**src/design/battery_level_estimator_macros.svh**
```systemverilog
// Assertion macros shared by the battery level estimator RTL
`ifndef BATTERY_LEVEL_ESTIMATOR_MACROS_SVH
`define BATTERY_LEVEL_ESTIMATOR_MACROS_SVH
// Implication checked on every rising clock edge outside reset
`define BLE_ASSERT_IMP(lbl, clk, rst_n, ante, cons) \
  lbl: assert property (@(posedge clk) disable iff (!rst_n) (ante) |-> (cons)) \
    else $error("assertion failed");
// Next-cycle implication checked outside reset
`define BLE_ASSERT_NXT(lbl, clk, rst_n, ante, cons) \
  lbl: assert property (@(posedge clk) disable iff (!rst_n) (ante) |=> (cons)) \
    else $error("assertion failed");
`endif

```
**src/design/ble_pkg.sv**
```systemverilog
// Package with types, constants and the charge curve of the battery level estimator
`default_nettype none
package ble_pkg;
  localparam int SAMPLE_BITS_C = 12;
  localparam logic [13:0] MV_MAX = 14'd16383;

  typedef enum logic [2:0] {
    REG_BURST_LEN, REG_FULL_SCALE, REG_DIV_NUM, REG_DIV_DEN, REG_EMA_DIV
  } reg_idx_t;

  typedef enum logic [3:0] {
    ST_IDLE, ST_DIV_AVG, ST_MUL_FS, ST_DIV_FS, ST_MUL_NUM, ST_DIV_DEN,
    ST_EMA_SUB, ST_DIV_EMA, ST_EMA_ADD, ST_PCT_MUL, ST_PCT_DIV, ST_OUT
  } ble_state_t;

  typedef enum logic [3:0] {
    OP_NONE, OP_DIV_AVG, OP_MUL_FS, OP_DIV_FS, OP_MUL_NUM, OP_DIV_DEN,
    OP_EMA_SUB, OP_DIV_EMA, OP_EMA_ADD, OP_PCT_MUL, OP_PCT_DIV, OP_EMPTY
  } ble_op_t;

  typedef struct packed {
    ble_op_t op;
    logic    div_start;
    logic    out_load;
  } ble_cmd_t;

  typedef struct packed {
    logic div_done;
    logic empty;
  } ble_sts_t;

  function automatic logic [12:0] knee_mv(input logic [3:0] k);
    logic [12:0] r;
    begin
      case (k)
        4'd0: r = 13'd4200;  4'd1: r = 13'd4100;  4'd2: r = 13'd4000;
        4'd3: r = 13'd3950;  4'd4: r = 13'd3900;  4'd5: r = 13'd3850;
        4'd6: r = 13'd3800;  4'd7: r = 13'd3750;  4'd8: r = 13'd3700;
        4'd9: r = 13'd3650;  4'd10: r = 13'd3600; 4'd11: r = 13'd3550;
        4'd12: r = 13'd3500; 4'd13: r = 13'd3400; 4'd14: r = 13'd3300;
        default: r = 13'd3000;
      endcase
      return r;
    end
  endfunction

  function automatic logic [6:0] knee_pct(input logic [3:0] k);
    logic [6:0] r;
    begin
      case (k)
        4'd0: r = 7'd100; 4'd1: r = 7'd92;  4'd2: r = 7'd85;  4'd3: r = 7'd78;
        4'd4: r = 7'd70;  4'd5: r = 7'd62;  4'd6: r = 7'd55;  4'd7: r = 7'd48;
        4'd8: r = 7'd42;  4'd9: r = 7'd35;  4'd10: r = 7'd28; 4'd11: r = 7'd20;
        4'd12: r = 7'd14; 4'd13: r = 7'd8;  4'd14: r = 7'd4;
        default: r = 7'd0;
      endcase
      return r;
    end
  endfunction
endpackage
`default_nettype wire

```
**src/design/ble_if.sv**
```systemverilog
// Valid/ready channel interfaces for samples and results
`default_nettype none
interface ble_in_if;
  logic        valid;
  logic        ready;
  logic [11:0] raw_sample;
  logic        sample_ok;
  modport source (output valid, raw_sample, sample_ok, input ready);
  modport sink (input valid, raw_sample, sample_ok, output ready);
endinterface

interface ble_out_if;
  logic        valid;
  logic        ready;
  logic [13:0] filtered_mv;
  logic [13:0] cell_mv;
  logic [11:0] average_raw;
  logic [6:0]  charge_percent;
  logic        status;
  modport source (output valid, filtered_mv, cell_mv, average_raw, charge_percent, status,
                  input ready);
  modport sink (input valid, filtered_mv, cell_mv, average_raw, charge_percent, status,
                output ready);
endinterface
`default_nettype wire

```
**src/design/battery_level_estimator.sv**
```systemverilog
// Battery level estimator top level
// out_valid rises once the burst-end computation after a burst's last sample is done;
// a burst with no good sample skips the averaging, scaling and filter steps.
// Throughput: one sample per cycle inside a burst, then the burst-end computation.
// A burst's last sample waits while the previous result is unread.
// Synchronous active-low reset restores register defaults and clears the filter.
`default_nettype none
module battery_level_estimator
  import ble_pkg::*;
#(
  parameter int MAX_BURST = 16
) (
  input  wire logic       clk,
  input  wire logic       rst_n,
  ble_in_if.sink          in_ch,
  ble_out_if.source       out_ch,
  input  wire logic       cfg_we,
  input  wire logic [2:0] cfg_index,
  input  wire logic [11:0] cfg_wdata
);
  logic [4:0]  burst_len_r;
  logic [11:0] full_scale_r;
  logic [2:0]  div_num_r, div_den_r;
  logic [4:0]  ema_div_r;
  logic        acc_en, acc_clear;
  ble_cmd_t    cmd;
  ble_sts_t    sts;

  // Configuration register writes
  always_ff @(posedge clk) begin
    if (!rst_n) begin
      burst_len_r <= 5'd16;
      full_scale_r <= 12'd2450;
      div_num_r <= 3'd2;
      div_den_r <= 3'd1;
      ema_div_r <= 5'd4;
    end else if (cfg_we) begin
      unique case (cfg_index)
        REG_BURST_LEN:  burst_len_r <= cfg_wdata[4:0];
        REG_FULL_SCALE: full_scale_r <= cfg_wdata;
        REG_DIV_NUM:    div_num_r <= cfg_wdata[2:0];
        REG_DIV_DEN:    div_den_r <= cfg_wdata[2:0];
        REG_EMA_DIV:    ema_div_r <= cfg_wdata[4:0];
        default: ;
      endcase
    end
  end

  ble_ctrl #(.MAX_BURST(MAX_BURST)) u_ctrl (
    .clk(clk), .rst_n(rst_n), .in_valid(in_ch.valid), .in_ready(in_ch.ready),
    .out_valid(out_ch.valid), .out_ready(out_ch.ready), .burst_len(burst_len_r),
    .empty(sts.empty), .div_done(sts.div_done), .acc_en(acc_en),
    .acc_clear(acc_clear), .cmd(cmd)
  );

  ble_datapath #(.MAX_BURST(MAX_BURST)) u_dp (
    .clk(clk), .rst_n(rst_n), .acc_en(acc_en), .raw_sample(in_ch.raw_sample),
    .sample_ok(in_ch.sample_ok), .acc_clear(acc_clear), .full_scale_mv(full_scale_r),
    .divider_num(div_num_r), .divider_den(div_den_r), .ema_divisor(ema_div_r),
    .cmd(cmd), .sts(sts), .filtered_mv(out_ch.filtered_mv), .cell_mv(out_ch.cell_mv),
    .average_raw(out_ch.average_raw), .charge_percent(out_ch.charge_percent),
    .status(out_ch.status)
  );
endmodule
`default_nettype wire

```
**src/design/ble_div.sv**
```systemverilog
// Shared restoring divider, one quotient bit per cycle
`default_nettype none
module ble_div (
  input  wire logic        clk,
  input  wire logic        rst_n,
  input  wire logic        start,
  input  wire logic [31:0] dividend,
  input  wire logic [15:0] divisor,
  output logic             done,
  output logic [31:0]      quotient
);
  logic [31:0] q_r, q_nxt;
  logic [16:0] rem_r, rem_nxt;
  logic [5:0]  cnt_r, cnt_nxt;
  logic        busy_r, busy_nxt;
  logic [16:0] trial;

  // Shift one dividend bit in, subtract when it fits
  always_comb begin
    trial = {rem_r[15:0], q_r[31]};
    q_nxt = q_r;
    rem_nxt = rem_r;
    cnt_nxt = cnt_r;
    busy_nxt = busy_r;
    if (start) begin
      q_nxt = dividend;
      rem_nxt = '0;
      cnt_nxt = 6'd32;
      busy_nxt = 1'b1;
    end else if (busy_r) begin
      if (trial >= {1'b0, divisor}) begin
        rem_nxt = trial - {1'b0, divisor};
        q_nxt = {q_r[30:0], 1'b1};
      end else begin
        rem_nxt = trial;
        q_nxt = {q_r[30:0], 1'b0};
      end
      cnt_nxt = cnt_r - 6'd1;
      if (cnt_r == 6'd1) busy_nxt = 1'b0;
    end
  end

  always_ff @(posedge clk) begin
    if (!rst_n) begin
      busy_r <= 1'b0;
      cnt_r <= '0;
    end else begin
      busy_r <= busy_nxt;
      cnt_r <= cnt_nxt;
    end
    q_r <= q_nxt;
    rem_r <= rem_nxt;
  end

  assign done = busy_r && (cnt_r == 6'd1);
  assign quotient = q_nxt;
endmodule
`default_nettype wire

```
**src/design/ble_datapath.sv**
```systemverilog
// Datapath: burst accumulation, scaling, filter and charge curve
`default_nettype none
module ble_datapath
  import ble_pkg::*;
#(
  parameter int MAX_BURST = 16
) (
  input  wire logic        clk,
  input  wire logic        rst_n,
  input  wire logic        acc_en,
  input  wire logic [11:0] raw_sample,
  input  wire logic        sample_ok,
  input  wire logic        acc_clear,
  input  wire logic [11:0] full_scale_mv,
  input  wire logic [2:0]  divider_num,
  input  wire logic [2:0]  divider_den,
  input  wire logic [4:0]  ema_divisor,
  input  wire ble_cmd_t    cmd,
  output ble_sts_t         sts,
  output logic [13:0]      filtered_mv,
  output logic [13:0]      cell_mv,
  output logic [11:0]      average_raw,
  output logic [6:0]       charge_percent,
  output logic             status
);
  localparam int CW = $clog2(MAX_BURST + 1);
  localparam int SW = 12 + CW;

  logic [SW-1:0] sum_r;
  logic [CW-1:0] cnt_r;
  logic [13:0]   filt_r;
  logic [31:0]   acc_r, acc_nxt;
  logic          neg_r, neg_nxt;
  logic [3:0]    seg_r;
  logic [31:0]   div_a;
  logic [15:0]   div_b;
  logic          div_done;
  logic [31:0]   div_q;
  logic [13:0]   filt_nxt;
  logic [11:0]   avg_nxt;
  logic [13:0]   cell_nxt;
  logic [3:0]    seg_nxt;
  logic [6:0]    pct_nxt;
  logic [14:0]   ema_new;
  logic [24:0]   fs_sum;

  // Accumulate good samples of the current burst
  always_ff @(posedge clk) begin
    if (!rst_n) begin
      sum_r <= '0;
      cnt_r <= '0;
    end else if (acc_clear) begin
      sum_r <= '0;
      cnt_r <= '0;
    end else if (acc_en && sample_ok) begin
      sum_r <= sum_r + SW'(raw_sample);
      cnt_r <= cnt_r + CW'(1);
    end
  end

  // Divider operand select
  always_comb begin
    div_a = acc_r;
    div_b = 16'd1;
    unique case (cmd.op)
      OP_DIV_AVG: begin div_a = 32'(sum_r); div_b = 16'(cnt_r); end
      OP_DIV_DEN: div_b = (divider_den == 3'd0) ? 16'd1 : 16'(divider_den);
      OP_DIV_EMA: div_b = (ema_divisor == 5'd0) ? 16'd1 : 16'(ema_divisor);
      OP_PCT_DIV: div_b = 16'(knee_mv(seg_r - 4'd1) - knee_mv(seg_r));
      default: ;
    endcase
  end

  ble_div u_div (
    .clk(clk), .rst_n(rst_n), .start(cmd.div_start), .dividend(div_a),
    .divisor(div_b), .done(div_done), .quotient(div_q)
  );

  // Find the curve segment of a filter value
  always_comb begin
    seg_nxt = 4'd15;
    for (int k = 14; k >= 0; k--) begin
      if ({1'b0, filt_nxt} >= 15'(knee_mv(4'(k)))) seg_nxt = 4'(k);
    end
  end

  // Sequence one operation per command
  always_comb begin
    acc_nxt = acc_r;
    neg_nxt = neg_r;
    filt_nxt = filt_r;
    avg_nxt = average_raw;
    cell_nxt = cell_mv;
    pct_nxt = charge_percent;
    ema_new = 15'd0;
    // Divide by the full code 4095: (x + (x >> 12) + 1) >> 12 is exact below 4095 * 4096
    fs_sum = 25'(acc_r[23:0]) + 25'(acc_r[23:12]) + 25'd1;
    unique case (cmd.op) inside
      OP_DIV_AVG: if (div_done) begin
        avg_nxt = div_q[11:0];
        acc_nxt = 32'(div_q[11:0]);
      end
      OP_MUL_FS:  acc_nxt = 32'(acc_r[11:0] * full_scale_mv);
      OP_DIV_FS:  acc_nxt = 32'(fs_sum[24:12]);
      OP_DIV_DEN, OP_DIV_EMA, OP_PCT_DIV: if (div_done) acc_nxt = div_q;
      OP_MUL_NUM: acc_nxt = 32'(acc_r[11:0] * divider_num);
      OP_EMA_SUB: begin
        cell_nxt = (acc_r > 32'(MV_MAX)) ? MV_MAX : acc_r[13:0];
        neg_nxt = (cell_nxt < filt_r);
        acc_nxt = neg_nxt ? 32'(filt_r - cell_nxt) : 32'(cell_nxt - filt_r);
        // Seed the filter with the first reading and add nothing to it
        if (filt_r == 14'd0) begin
          filt_nxt = cell_nxt;
          acc_nxt = '0;
        end
      end
      OP_EMA_ADD: begin
        ema_new = neg_r ? (15'(filt_r) - 15'(acc_r[13:0])) : (15'(filt_r) + 15'(acc_r[13:0]));
        filt_nxt = ema_new[14] ? MV_MAX : ema_new[13:0];
      end
      OP_PCT_MUL: acc_nxt = 32'(({1'b0, filt_r} - 15'(knee_mv(seg_r)))
                                * 7'(knee_pct(seg_r - 4'd1) - knee_pct(seg_r)));
      OP_EMPTY: begin
        avg_nxt = '0;
        cell_nxt = '0;
      end
      default: ;
    endcase
    if (cmd.out_load) begin
      if (filt_r == 14'd0 || filt_r >= 14'd4200) pct_nxt = 7'd100;
      else if (filt_r < 14'd3000) pct_nxt = 7'd0;
      else pct_nxt = knee_pct(seg_r) + div_q[6:0];
    end
  end

  always_ff @(posedge clk) begin
    if (!rst_n) begin
      filt_r <= '0;
    end else begin
      filt_r <= filt_nxt;
    end
    acc_r <= acc_nxt;
    neg_r <= neg_nxt;
    seg_r <= seg_nxt;
    average_raw <= avg_nxt;
    cell_mv <= cell_nxt;
    charge_percent <= pct_nxt;
    if (cmd.out_load) status <= (cnt_r == '0);
  end

  assign filtered_mv = filt_r;
  assign sts.div_done = div_done;
  assign sts.empty = (cnt_r == '0);
endmodule
`default_nettype wire

```
**src/design/ble_ctrl.sv**
```systemverilog
// Controller: burst counting and burst-end computation sequencing
`default_nettype none
`include "battery_level_estimator_macros.svh"
module ble_ctrl
  import ble_pkg::*;
#(
  parameter int MAX_BURST = 16
) (
  input  wire logic       clk,
  input  wire logic       rst_n,
  input  wire logic       in_valid,
  output logic            in_ready,
  output logic            out_valid,
  input  wire logic       out_ready,
  input  wire logic [4:0] burst_len,
  input  wire logic       empty,
  input  wire logic       div_done,
  output logic            acc_en,
  output logic            acc_clear,
  output ble_cmd_t        cmd
);
  localparam int CW = $clog2(MAX_BURST + 1);

  ble_state_t state_r, state_nxt;
  logic [CW-1:0] pos_r, pos_nxt;
  logic          ovalid_r, ovalid_nxt;
  logic          empty_r, empty_nxt;
  logic [6:0]    len;
  logic          last;
  logic          div_done_seen_r;

  // Clamp the burst length into range
  always_comb begin
    len = 7'(burst_len);
    if (len == 7'd0) len = 7'd1;
    if (len > 7'(MAX_BURST)) len = 7'(MAX_BURST);
  end

  // Accept samples only while idle; hold only the burst-ending request while a result waits
  assign in_ready = (state_r == ST_IDLE) && !(ovalid_r && last);
  assign acc_en = in_valid && in_ready;
  assign last = (7'(pos_r) + 7'd1) >= len;
  assign out_valid = ovalid_r;

  always_comb begin
    state_nxt = state_r;
    pos_nxt = pos_r;
    ovalid_nxt = ovalid_r && !out_ready;
    empty_nxt = empty_r;
    acc_clear = 1'b0;
    cmd = '{op: OP_NONE, div_start: 1'b0, out_load: 1'b0};
    unique case (state_r)
      ST_IDLE: if (acc_en) begin
        if (last) begin
          pos_nxt = '0;
          state_nxt = ST_DIV_AVG;
        end else begin
          pos_nxt = pos_r + CW'(1);
        end
      end
      ST_DIV_AVG: begin
        // Empty burst hands the filter value straight out
        empty_nxt = empty;
        if (empty) begin
          cmd.op = OP_EMPTY;
          state_nxt = ST_PCT_MUL;
        end else begin
          cmd.op = OP_DIV_AVG;
          cmd.div_start = 1'b1;
          state_nxt = ST_MUL_FS;
        end
      end
      ST_MUL_FS: begin
        cmd.op = OP_DIV_AVG;
        if (div_done) state_nxt = ST_DIV_FS;
      end
      ST_DIV_FS: begin
        cmd.op = OP_MUL_FS;
        state_nxt = ST_MUL_NUM;
      end
      ST_MUL_NUM: begin
        cmd.op = OP_DIV_FS;
        state_nxt = ST_DIV_DEN;
      end
      ST_DIV_DEN: begin
        cmd.op = OP_MUL_NUM;
        state_nxt = ST_EMA_SUB;
      end
      ST_EMA_SUB: begin
        cmd.op = OP_DIV_DEN;
        cmd.div_start = !div_done_seen_r;
        if (div_done) state_nxt = ST_DIV_EMA;
      end
      ST_DIV_EMA: begin
        cmd.op = OP_EMA_SUB;
        state_nxt = ST_EMA_ADD;
      end
      ST_EMA_ADD: begin
        cmd.op = OP_DIV_EMA;
        cmd.div_start = !div_done_seen_r;
        if (div_done) state_nxt = ST_PCT_MUL;
      end
      ST_PCT_MUL: begin
        cmd.op = empty_r ? OP_NONE : OP_EMA_ADD;
        state_nxt = ST_PCT_DIV;
      end
      ST_PCT_DIV: begin
        cmd.op = OP_PCT_MUL;
        state_nxt = ST_OUT;
      end
      ST_OUT: begin
        cmd.op = OP_PCT_DIV;
        cmd.div_start = !div_done_seen_r;
        if (div_done) begin
          cmd.out_load = 1'b1;
          ovalid_nxt = 1'b1;
          acc_clear = 1'b1;
          state_nxt = ST_IDLE;
        end
      end
      default: state_nxt = ST_IDLE;
    endcase
  end

  // Track whether the current divide has been launched
  always_ff @(posedge clk) begin
    if (!rst_n) div_done_seen_r <= 1'b0;
    else if (state_nxt != state_r) div_done_seen_r <= 1'b0;
    else if (cmd.div_start) div_done_seen_r <= 1'b1;
  end

  always_ff @(posedge clk) begin
    if (!rst_n) begin
      state_r <= ST_IDLE;
      pos_r <= '0;
      ovalid_r <= 1'b0;
      empty_r <= 1'b0;
    end else begin
      state_r <= state_nxt;
      pos_r <= pos_nxt;
      ovalid_r <= ovalid_nxt;
      empty_r <= empty_nxt;
    end
  end

  `BLE_ASSERT_IMP(a_no_accept_busy, clk, rst_n, state_r != ST_IDLE, !in_ready)
  `BLE_ASSERT_NXT(a_result_on_finish, clk, rst_n, cmd.out_load, out_valid)
  `BLE_ASSERT_IMP(a_pos_in_range, clk, rst_n, 1'b1, 7'(pos_r) < 7'(MAX_BURST))
endmodule
`default_nettype wire

```
**src/flat_wrapper.sv**
```systemverilog
// flat-port wrapper written by rule: the top's interface ports become plain ports
module battery_level_estimator_flat import ble_pkg::*;
#(
  parameter int MAX_BURST = 16
)
  (clk, rst_n, cfg_we, cfg_index, cfg_wdata, in_ch_valid, in_ch_raw_sample, in_ch_sample_ok, in_ch_ready, out_ch_valid, out_ch_filtered_mv, out_ch_cell_mv, out_ch_average_raw, out_ch_charge_percent, out_ch_status, out_ch_ready);
  ble_in_if in_ch_i ();
  ble_out_if out_ch_i ();
  input  wire logic clk;
  input  wire logic rst_n;
  input  wire logic cfg_we;
  input  wire logic [2:0] cfg_index;
  input  wire logic [11:0] cfg_wdata;
  input wire logic [$bits(in_ch_i.valid)-1:0] in_ch_valid;
  input wire logic [$bits(in_ch_i.raw_sample)-1:0] in_ch_raw_sample;
  input wire logic [$bits(in_ch_i.sample_ok)-1:0] in_ch_sample_ok;
  output wire logic [$bits(in_ch_i.ready)-1:0] in_ch_ready;
  output wire logic [$bits(out_ch_i.valid)-1:0] out_ch_valid;
  output wire logic [$bits(out_ch_i.filtered_mv)-1:0] out_ch_filtered_mv;
  output wire logic [$bits(out_ch_i.cell_mv)-1:0] out_ch_cell_mv;
  output wire logic [$bits(out_ch_i.average_raw)-1:0] out_ch_average_raw;
  output wire logic [$bits(out_ch_i.charge_percent)-1:0] out_ch_charge_percent;
  output wire logic [$bits(out_ch_i.status)-1:0] out_ch_status;
  input wire logic [$bits(out_ch_i.ready)-1:0] out_ch_ready;
  assign in_ch_i.valid = in_ch_valid;
  assign in_ch_i.raw_sample = in_ch_raw_sample;
  assign in_ch_i.sample_ok = in_ch_sample_ok;
  assign in_ch_ready = in_ch_i.ready;
  assign out_ch_valid = out_ch_i.valid;
  assign out_ch_filtered_mv = out_ch_i.filtered_mv;
  assign out_ch_cell_mv = out_ch_i.cell_mv;
  assign out_ch_average_raw = out_ch_i.average_raw;
  assign out_ch_charge_percent = out_ch_i.charge_percent;
  assign out_ch_status = out_ch_i.status;
  assign out_ch_i.ready = out_ch_ready;
  battery_level_estimator #(.MAX_BURST(MAX_BURST)) u_core (.clk(clk), .rst_n(rst_n), .in_ch(in_ch_i), .out_ch(out_ch_i), .cfg_we(cfg_we), .cfg_index(cfg_index), .cfg_wdata(cfg_wdata));
endmodule
```
**config.mk**
```make
export PLATFORM = sky130hd
export DESIGN_NAME = battery_level_estimator_flat
export DESIGN_NICKNAME = d
export VERILOG_FILES = /design/src/design/ble_pkg.sv /design/src/design/ble_if.sv /design/src/design/battery_level_estimator.sv /design/src/design/ble_div.sv /design/src/design/ble_datapath.sv /design/src/design/ble_ctrl.sv /design/src/flat_wrapper.sv
export VERILOG_INCLUDE_DIRS = /design/src /design/src/design
export SDC_FILE = /design/constraint.sdc
export NUM_CORES = 1
export LEC_CHECK = 0
export BUFFER_PORTS_ARGS = -buffer_cell sky130_fd_sc_hd__buf_4
export CAP_MARGIN = 20
export CORE_MARGIN = 3
export CORE_UTILIZATION = 50
export CTS_CLUSTER_DIAMETER = 30
export CTS_CLUSTER_SIZE = 14
export DETAILED_ROUTE_END_ITERATION = 8
export HOLD_SLACK_MARGIN = 0.12
export PLACE_DENSITY = 0.73
export SYNTH_ARGS = -nofsm -noshare
export SYNTH_HDL_FRONTEND = slang
export SYNTH_SLANG_ARGS = --single-unit
```
**constraint.sdc**
```tcl
create_clock -name clk -period 11.4 [get_ports clk]
set_input_delay 0.57 -clock clk [delete_from_list [all_inputs] [get_ports clk]]
set_output_delay 0.57 -clock clk [all_outputs]
set_load 0.05 [all_outputs]
```
Word level (Yosys, flattened, before mapping)
Memories as Yosys holds them, arrays and structs flattened.
Cells that the tools add are included.
{"block": "op_classes", "mul": 3, "bitwise": 1, "muxes": 69, "magnitude_cmp": 22, "n_reduce_logical": 38, "eq_ne": 30, "add_sub_neg": 17}
{"cell": "$mux 32", "count": 7}
{"cell": "$pmux 32 s7", "count": 1}
{"cell": "$ge 14x12->1 const B", "count": 13}
{"cell": "$pmux 16 s4", "count": 1}
{"cell": "$pmux 14 s2", "count": 2}
{"cell": "$mux 7", "count": 7}
{"cell": "$pmux 4 s12", "count": 1}
{"cell": "$sub 14x14->15", "count": 3}
{"cell": "$mux 4", "count": 11}
{"cell": "$pmux 4 s11", "count": 1}
{"cell": "$ge 14x13->1 const B", "count": 3}
{"cell": "$mux 14", "count": 3}
{"cell": "$mux 13", "count": 3}
{"cell": "$eq 4x3->1 const B", "count": 8}
{"cell": "$eq 4x4->1 const B", "count": 8}
{"cell": "$gt 32x14->1 const B", "count": 1}
{"cell": "$add 24x12->25", "count": 1}
{"cell": "$add 25x1->25 const B", "count": 1}
{"cell": "$mul 12x12->24", "count": 1}
{"cell": "$pmux 12 s2", "count": 1}
{"cell": "$mul 15x8->23", "count": 1}
{"cell": "$mux 3", "count": 7}
{"cell": "$add 17x12->17", "count": 1}
{"cell": "$ge 17x16->1", "count": 1}
{"cell": "other kinds (47)", "count": 93}
{"block": "word_totals", "wordCells": 215, "reg_bits": 202, "inputBits": 33, "mem_count": 6, "rom_bits": 912}
{"name": "(no name shown)", "words": 16, "width": 12, "rd": 1, "rd_clocked_by_memory_dff": 0, "wr": 0, "line_no": "ble_pkg.sv:35", "text": "case (k)"}
{"name": "(no name shown)", "words": 16, "width": 12, "rd": 1, "rd_clocked_by_memory_dff": 0, "wr": 0, "line_no": "ble_pkg.sv:35"}
{"name": "(no name shown)", "words": 16, "width": 12, "rd": 1, "rd_clocked_by_memory_dff": 0, "wr": 0, "line_no": "ble_pkg.sv:35"}
{"name": "(no name shown)", "words": 16, "width": 7, "rd": 1, "rd_clocked_by_memory_dff": 0, "wr": 0, "line_no": "ble_pkg.sv:50", "text": "case (k)"}
{"name": "(no name shown)", "words": 16, "width": 7, "rd": 1, "rd_clocked_by_memory_dff": 0, "wr": 0, "line_no": "ble_pkg.sv:50"}
{"name": "(no name shown)", "words": 16, "width": 7, "rd": 1, "rd_clocked_by_memory_dff": 0, "wr": 0, "line_no": "ble_pkg.sv:50"}

Depth between registers and ports, before layout
Gate-level depths: netlist of run 1.
{"block": "depth", "depth_word": 20, "mapped_depth": 39, "mapped_depth_nobuf": 38}

Hierarchy
Synthesis of run 1 repeated with hierarchy kept, for this count alone.
{"block": "hier_totals", "hier_cells": 3240, "area_unflattened_um2": 26417.8}
{"mod": "ble_datapath", "instances": 1, "area_each_um2": 20692.3, "cells_per_inst": 2564}
{"mod": "ble_div", "instances": 1, "area_each_um2": 3359.5, "cells_per_inst": 402}
{"mod": "ble_ctrl", "instances": 1, "area_each_um2": 1229.9, "cells_per_inst": 161}
{"mod": "battery_level_estimator", "instances": 1, "area_each_um2": 1136.1, "cells_per_inst": 113}

Worst setup path before layout of run 1
OpenSTA, ideal clock, no wires.
{"block": "synth_timing", "path_kind": "register -> register", "from": "register u_core.u_dp.seg_r[0]", "to": "register u_core.u_dp.acc_r[22], data pin", "path_slack_ps": 3375, "required_time_ps": 11133, "arrival_time_ps": 7757, "setup_ps": 267, "path_buffers": 4, "path_stages_with_launch": 33, "cell_sequence": "dfxtp_1 > buf_2 > inv_1 > ha_1 > ha_1 > clkbuf_1 > and3_1 > a21oi_1 > ha_1 > fa_1 > o21ai_0 > a21o_1 > a21oi_1 > xnor2_1 > clkbuf_1 > nor2_1 > ha_1 > fa_1 > fa_1 > inv_1 > fa_1 > inv_1 > ha_1 > a21o_1 > a31o_1 > a41o_1 > o21ai_1 > a21oi_1 > o21a_1 > mux2i_1 > and3_1 > buf_2 > o211ai_1"}
{"block": "synth_via", "elab_chain_cells": 6, "elab_cells_between_ends": 11, "classes_between": "add/sub: 3; mul: 1; mux: 4; memory: 3"}
{"item": "from (decl)", "line_no": "ble_datapath.sv:34", "text": "logic [3:0] seg_r;"}
{"item": "from (signal assigned)", "line_no": "ble_datapath.sv:144", "text": "seg_r <= seg_nxt;"}
{"item": "$sub 4x1->4", "line_no": "ble_datapath.sv:122", "text": "* 7'(knee_pct(seg_r - 4'd1) - knee_pct(seg_r)));"}
{"item": "$mem_v2 16x7"}
{"item": "$mux 7", "line_no": "ble_datapath.sv:98", "text": "unique case (cmd.op) inside"}
{"item": "$sub 7x7->7", "line_no": "ble_datapath.sv:122"}
{"item": "$mul 15x8->23 *", "line_no": "ble_datapath.sv:122"}
{"item": "$pmux 32 s7 *", "line_no": "ble_datapath.sv:98"}
{"item": "named net u_core.u_dp.acc_nxt[22]", "line_no": "ble_datapath.sv:32", "text": "logic [31:0] acc_r, acc_nxt;"}
{"item": "to (signal assigned)", "line_no": "ble_datapath.sv:142", "text": "acc_r <= acc_nxt;"}
{"item": "to (decl)", "line_no": "ble_datapath.sv:32"}
Mark *: on every way through the listed nets, which the timed path passes. The rest lies on a longest branch. The select of a mux whose other input is x is not followed.
A chain may end at the register's enable or synchronous reset.

Worst setup path after layout of run 1
Ends and elaborated chain as after synthesis.

==> results of run 1 <==
==> cell type report <==
type | instances | area, µm² | area share
multi-input cells | 2407 | 18750 | 0.6610
well taps | 664 | 830.8 | 0.02929
clock inverters | 39 | 465.4 | 0.01641
repair buffers | 119 | 913.4 | 0.03220
inverters | 375 | 1408 | 0.04963
clock buffers | 53 | 1282 | 0.04522
flip-flops and latches | 202 | 4716 | 0.1663
==> power by group through the flow <==
stage	sequential, mW	clock, mW	combinational, mW
global route	0.965	1.51	2.36
floorplan	0.931	0	1.60
finish	0.955	1.46	2.09
global placement	0.958	0	1.99
CTS	0.950	1.47	2.07
detailed placement	0.961	0	2.05
==> how the worst max path moves through the flow <==
| stage | endpoint | cells past startpoint |
|---|---|---|
| floorplan | u_core.u_dp.acc_r[22]$_DFFE_PP_ | 32 |
| global placement | u_core.u_dp.acc_r[21]$_DFFE_PP_ | 33 |
| detailed placement | u_core.u_dp.acc_r[22]$_DFFE_PP_ | 30 |
| CTS | u_core.u_dp.acc_r[22]$_DFFE_PP_ | 30 |
| global route | u_core.u_dp.acc_r[21]$_DFFE_PP_ | 30 |
| finish | u_core.u_dp.acc_r[22]$_DFFE_PP_ | 28 |
==> registers in the layout (all words and copies together) (netlist names), 3 cells and up <==
name                        cells
u_core.burst_len_r              5
u_core.div_den_r                3
u_core.div_num_r                3
u_core.ema_div_r                5
u_core.full_scale_r            12
u_core.u_ctrl.pos_r             5
u_core.u_ctrl.state_r           4
u_core.u_dp.acc_r              32
u_core.u_dp.average_raw        12
u_core.u_dp.cell_mv            14
u_core.u_dp.charge_percent      7
u_core.u_dp.cnt_r               5
u_core.u_dp.filtered_mv        14
u_core.u_dp.seg_r               4
u_core.u_dp.sum_r              17
u_core.u_dp.u_div.cnt_r         6
u_core.u_dp.u_div.q_r          32
u_core.u_dp.u_div.rem_r        16
==> tightest hold or removal path, cell delays in order <==
cell     delay [ps]
buf_4            70
nand2_1          30
nand3_1          60
==> layout by cell type (no fill, tap or decap), drive strengths merged, types with 63 or more instances in the layout <==
| cell type | count |
|---|---|
| xnor2 | 103 |
| ha | 265 |
| inv | 387 |
| nand2 | 391 |
| edfxtp | 67 |
| dfxtp | 135 |
| o21ai | 168 |
| fa | 200 |
| mux2i | 63 |
| nor2 | 272 |
| a21oi | 192 |
| buf | 119 |
==> per-layer routing <==
layer	track usage	vias up	wire [µm]
met5	0	-	0
li1	-	10660	-
met4	0.1017	0	2959
met1	0.3893	11150	32720
met2	0.4739	1034	35700
met3	0.04695	207	6842
==> through the flow <==
step           cells  hold slack, ps  worst slack (ps)    util
2_1_floorplan   3122           443.0              3375       -
3_3_place_gp    3762           460.4              1937  0.5359
3_5_place_dp    3762           473.1              1690  0.5359
4_1_cts         3854           190.7              1622  0.5712
5_1_grt         3859           209.5              1105  0.5723
6_report        3859           201.9              1807  0.5723
==> cells by family after synthesis <==
kind of cell / after synthesis / synth area share
AND/OR/NAND/NOR: 1028 / 0.1873
buffers and inverters: 513 / 0.07813
AO/OA/AOI/OAI: 688 / 0.1781
multiplexers: 68 / 0.02754
adder cells (fa/ha/maj): 466 / 0.2886
flip-flops: 202 / 0.1856
XOR/XNOR: 157 / 0.05473
==> results.yml, run 1 <==
timing:
  slew_headroom: 0.2707
  finalClockSkew_ps: 55.75
  period_needed_ps: 9593
  slew_viol_final: 0
  final-setup-viol-count: 0
  worst_pin_slew_ps: 1089
  setup-tns-final_ps: 0
  fin_crit_sh: 0.8415
  final_hold_viol_count: 0
  fmax_ghz: 0.1042
  rsz0062_at_grt: "no"
pwr:
  leakagePower_nw: 13.12
  seqPwrFrac: 0.212
  clock_power_share: 0.324
  swShare: 0.4069
  peakVddDrop_v: 0.0001312
  switchingPower_mw: 1.833
  total_power_mw: 4.506
  comb_power_share: 0.464
  p_int_mw: 2.673
  power.density_nw_per_um2: 158.9
detailed_routing:
  drc: 0
  drt-pass1-iter-count: 6
  drtIter0Drc: 2401
  vias: 23060
  wl_per_cell_um: 20.27
  ant_nets: 0
  via_per_inst: 5.974
  wl_um: 78220
critical_path:
  arrival_ps: 9860
  critPathLaunch: "u_core.u_dp.seg_r[0]$_SDFF_PP0_"
  worst_setup_path_end_kind: "flop"
  crit_fanout: 28
  worst-path-buf-inv: 4
  rrSetupSlack_ps: 1810
  r2r_cells: 28
  startpoint_type: "flop"
  r2r_end: "u_core.u_dp.acc_r[22]$_DFFE_PP_"
  rr_startpoint: "u_core.u_dp.seg_r[0]$_SDFF_PP0_"
  slowest_stage: "dfxtp_1"
  path_delay_family: "adder cells"
  critPathKind: "reg2reg"
  critPathMaxStageDelay_ps: 860
  required_ps: 11660
synthesis:
  syn_area_um2: 25400
  synth.distinct_cells: 109
  syn_nets: 3620
  ys.flop_type: "dfxtp_1"
  synth-edff-count: 67
  synth_top_area_share: 0.1576
  async_flop_share: 0
  yosys.cell_count.top_type: "nand2_1"
  ys_seq_area_frac: 0.1856
  ys_ff_latch: 202
  synth_area_per_cell_um2: 8.136
  syn_inst: 3122
  synth.cells.most_frequent: "nand2_1, inv_1, nor2_1"
  synth_top_area_cell: "fa_1"
  ys_warn_count: 0
  synthTopCellsByArea: "fa_1, ha_1, dfxtp_1, edfxtp_1, nand2_1"
clock_tree:
  cts_tree: "done"
  cts_root_buf: "clkbuf_16"
  htree_levels: 2
  cts_sinks: 202
  post_cts_resized: 0
  post_cts.repair.setup_buffers: 0
  cts_max_path_buffers: 3
  clkLatencyLatePin_ps: 590
  hold_buffers: 0
  clkTransAtPathRegs_ps: 50
  cts_buffers: 49
die:
  row_count: 81
  die_y_um: 231.4
  die_width_um: 231.4
  num_io_pins: 83
  start_util: 0.5125
  core-area_um2: 49560
  die_area_um2: 53540
outcome:
  status: "complete, no violations"
layout:
  fill_cells: 4377
  fin_area_um2: 28360
  area_growth_pct: 11.67
  final_layout_size_suffix_gt1_frac: 0.08858
  antenna_cells: 0
  nets: 3652
place:
  gp_congestion: 1.002
  placed_area_um2: 26560
  port-buffer-count: 82
  dp_hpwl_um: 60940
grt:
  antenna_found_initial: 0
  grt.total_usage: 0.2896
  grt_max_degree: 82
  grt_pass1_wl_um: 124800
  grt_overflow: 0
  grt_pass1_vias: 23300
min_path:
  min_from: "cfg_wdata[8]"
  hold_depth: 3
  holdPathEnd: "u_core.full_scale_r[8]$_SDFFE_PN1P_"
  min_path_type: "in2reg"
run:
  maxCapViolCount: 0
(Power assumes the default switching activity.)
==> run 2: changes to the inputs <==
Settings changed: PLACE_DENSITY 0.73 to 0.76.
Clock period 11.4 ns to 8.8 ns, I/O delays scaled along.
==> results.yml, run 2 (synthesis results as in run 1) <==
outcome:
  status: "complete, no violations"
grt:
  grt_pass1_wl_um: 120800
  grt_max_degree: 75
  grt_overflow: 0
  grt_pass1_vias: 22360
  antenna_found_initial: 1
  grt.total_usage: 0.2804
detailed_routing:
  drt-pass1-iter-count: 8
  via_per_inst: 5.919
  drtIter0Drc: 2202
  wl_per_cell_um: 19.37
  vias: 23070
  drc: 0
  wl_um: 75500
  ant_nets: 0
critical_path:
  crit_fanout: 10
  slowest_stage: "fa_1"
  worst_setup_path_end_kind: "flop"
  required_ps: 9130
  critPathKind: "reg2reg"
  startpoint_type: "flop"
  critPathMaxStageDelay_ps: 540
  arrival_ps: 8440
timing:
  fmax_ghz: 0.1234
  setup_slack_ps: 694.4
  final_hold_viol_count: 0
  fin_crit_sh: 0.9211
  setup-tns-final_ps: 0
  final-setup-viol-count: 0
  holdWs_ps: 141.1
  finalClockSkew_ps: 68.10
  slew_viol_final: 0
  rsz0062_at_grt: "no"
  period_needed_ps: 8106
  worst_pin_slew_ps: 1113
  slew_headroom: 0.2581
clock_tree:
  clkTransAtPathRegs_ps: 60
  cts_sinks: 202
  cts_max_path_buffers: 3
  clkLatencyLatePin_ps: 630
  htree_levels: 2
  cts_tree: "done"
  cts_buffers: 55
  cts_root_buf: "clkbuf_16"
  post_cts.repair.setup_buffers: 0
pwr:
  seqPwrFrac: 0.208
  power.density_nw_per_um2: 206.5
  total_power_mw: 5.926
  clock_power_share: 0.326
  leakagePower_nw: 13.26
  swShare: 0.4141
  comb_power_share: 0.466
  peakVddDrop_v: 0.0002414
  p_int_mw: 3.472
  switchingPower_mw: 2.454
layout:
  fin_area_um2: 28690
  final_layout_size_suffix_gt1_frac: 0.09431
  nets: 3685
  antenna_cells: 0
  final_common_cell: "nand2_1"
  area_growth_pct: 12.97
  top_regs: "u_core.u_dp.acc_r x32, u_core.u_dp.u_div.q_r x32, u_core.u_dp.sum_r x17"
  final_cell_mix: "nand2_1, inv_1, nor2_1, ha_1, fa_1"
  fill_cells: 4340
place:
  placed_area_um2: 26700
  dpl_worst_slack_ps: 608.4
  port-buffer-count: 82
  gp_congestion: 0.9921
  dp_hpwl_um: 58400
min_path:
  min_path_type: "in2reg"
die:
  die_y_um: 231.4
  num_io_pins: 83
  row_count: 81
  die_width_um: 231.4
  die_area_um2: 53540
  core-area_um2: 49560
  start_util: 0.5125
run:
  maxCapViolCount: 0
## run 2: cell types whose count changed in the layout (fill, tap and decap cells not counted), moves of 5 or more
cell,delta
inv_8,+8
clkinv_1,+5
clkinvlp_4,+7
dlygate4sd3_1,+11
clkbuf_16,+5
buf_4,+16
inv_6,-5
## run 2: per-stage QoR
stage	utilization	std cells
floorplan	-	3122
global placement	0.5388	3781
detailed placement	0.5388	3781
CTS	0.5779	3896
global route	0.5790	3898
finish	0.5790	3898
## run 2: what timing repair did
action,4_1_cts,5_1_grt
hold endpoints to repair,16,0
endpoints found under the setup margin,0,12
resized for setup,0,3
hold buffers,11,0
## run 2: worst max-delay path: cells and delay by family (launching register included)
kind                     cells  cell delay (ps)
adder cells (fa/ha/maj)      8             3360
AO/OA/AOI/OAI               11             2100
AND/OR/NAND/NOR              6             1340
flip-flops                   1              320
XOR/XNOR                     2              290
buffers and inverters        4              260
multiplexers                 1              150
## run 2: worst paths after layout
check	from	to	slack, ps	cells after the start
hold reg to reg	u_core.u_ctrl.pos_r[1]$_SDFFE_PN0P_	u_core.u_ctrl.pos_r[1]$_SDFFE_PN0P_	480	2
setup reg to reg	u_core.u_dp.seg_r[1]$_SDFF_PP0_	u_core.u_dp.acc_r[22]$_DFFE_PP_	690	32
setup / recovery	u_core.u_dp.seg_r[1]$_SDFF_PP0_	u_core.u_dp.acc_r[22]$_DFFE_PP_	690	32
hold / removal	rst_n	u_core.ema_div_r[2]$_SDFFE_PN1P_	140	2
## run 2: layer usage
layer  track usage  up-vias  wire length (µm)
met1        0.3809    11010             31910
met3       0.05752      197              7236
met4        0.1129        2              3163
li1              -    10750                 -
met2        0.4380     1116             33170
met5             0        -                17
## run 2: area by class of cell
class / count / area (µm²) / area share
well taps: 664 / 830.8 / 0.02895
clock inverters: 43 / 422.9 / 0.01474
multi-input cells: 2407 / 18760 / 0.6539
repair buffers: 146 / 1144 / 0.03986
clock buffers: 61 / 1409 / 0.04910
flip-flops and latches: 202 / 4716 / 0.1643
inverters: 375 / 1408 / 0.04906
## run 2: power by group through the flow
stage	Combinational, mW	Sequential [mW]	Clock [mW]
5_1_grt	3.09	1.25	2.01
2_1_floorplan	2.07	1.21	0
4_1_cts	2.72	1.23	1.95
6_report	2.76	1.23	1.93
3_3_place_gp	2.64	1.24	0
3_5_place_dp	2.69	1.24	0
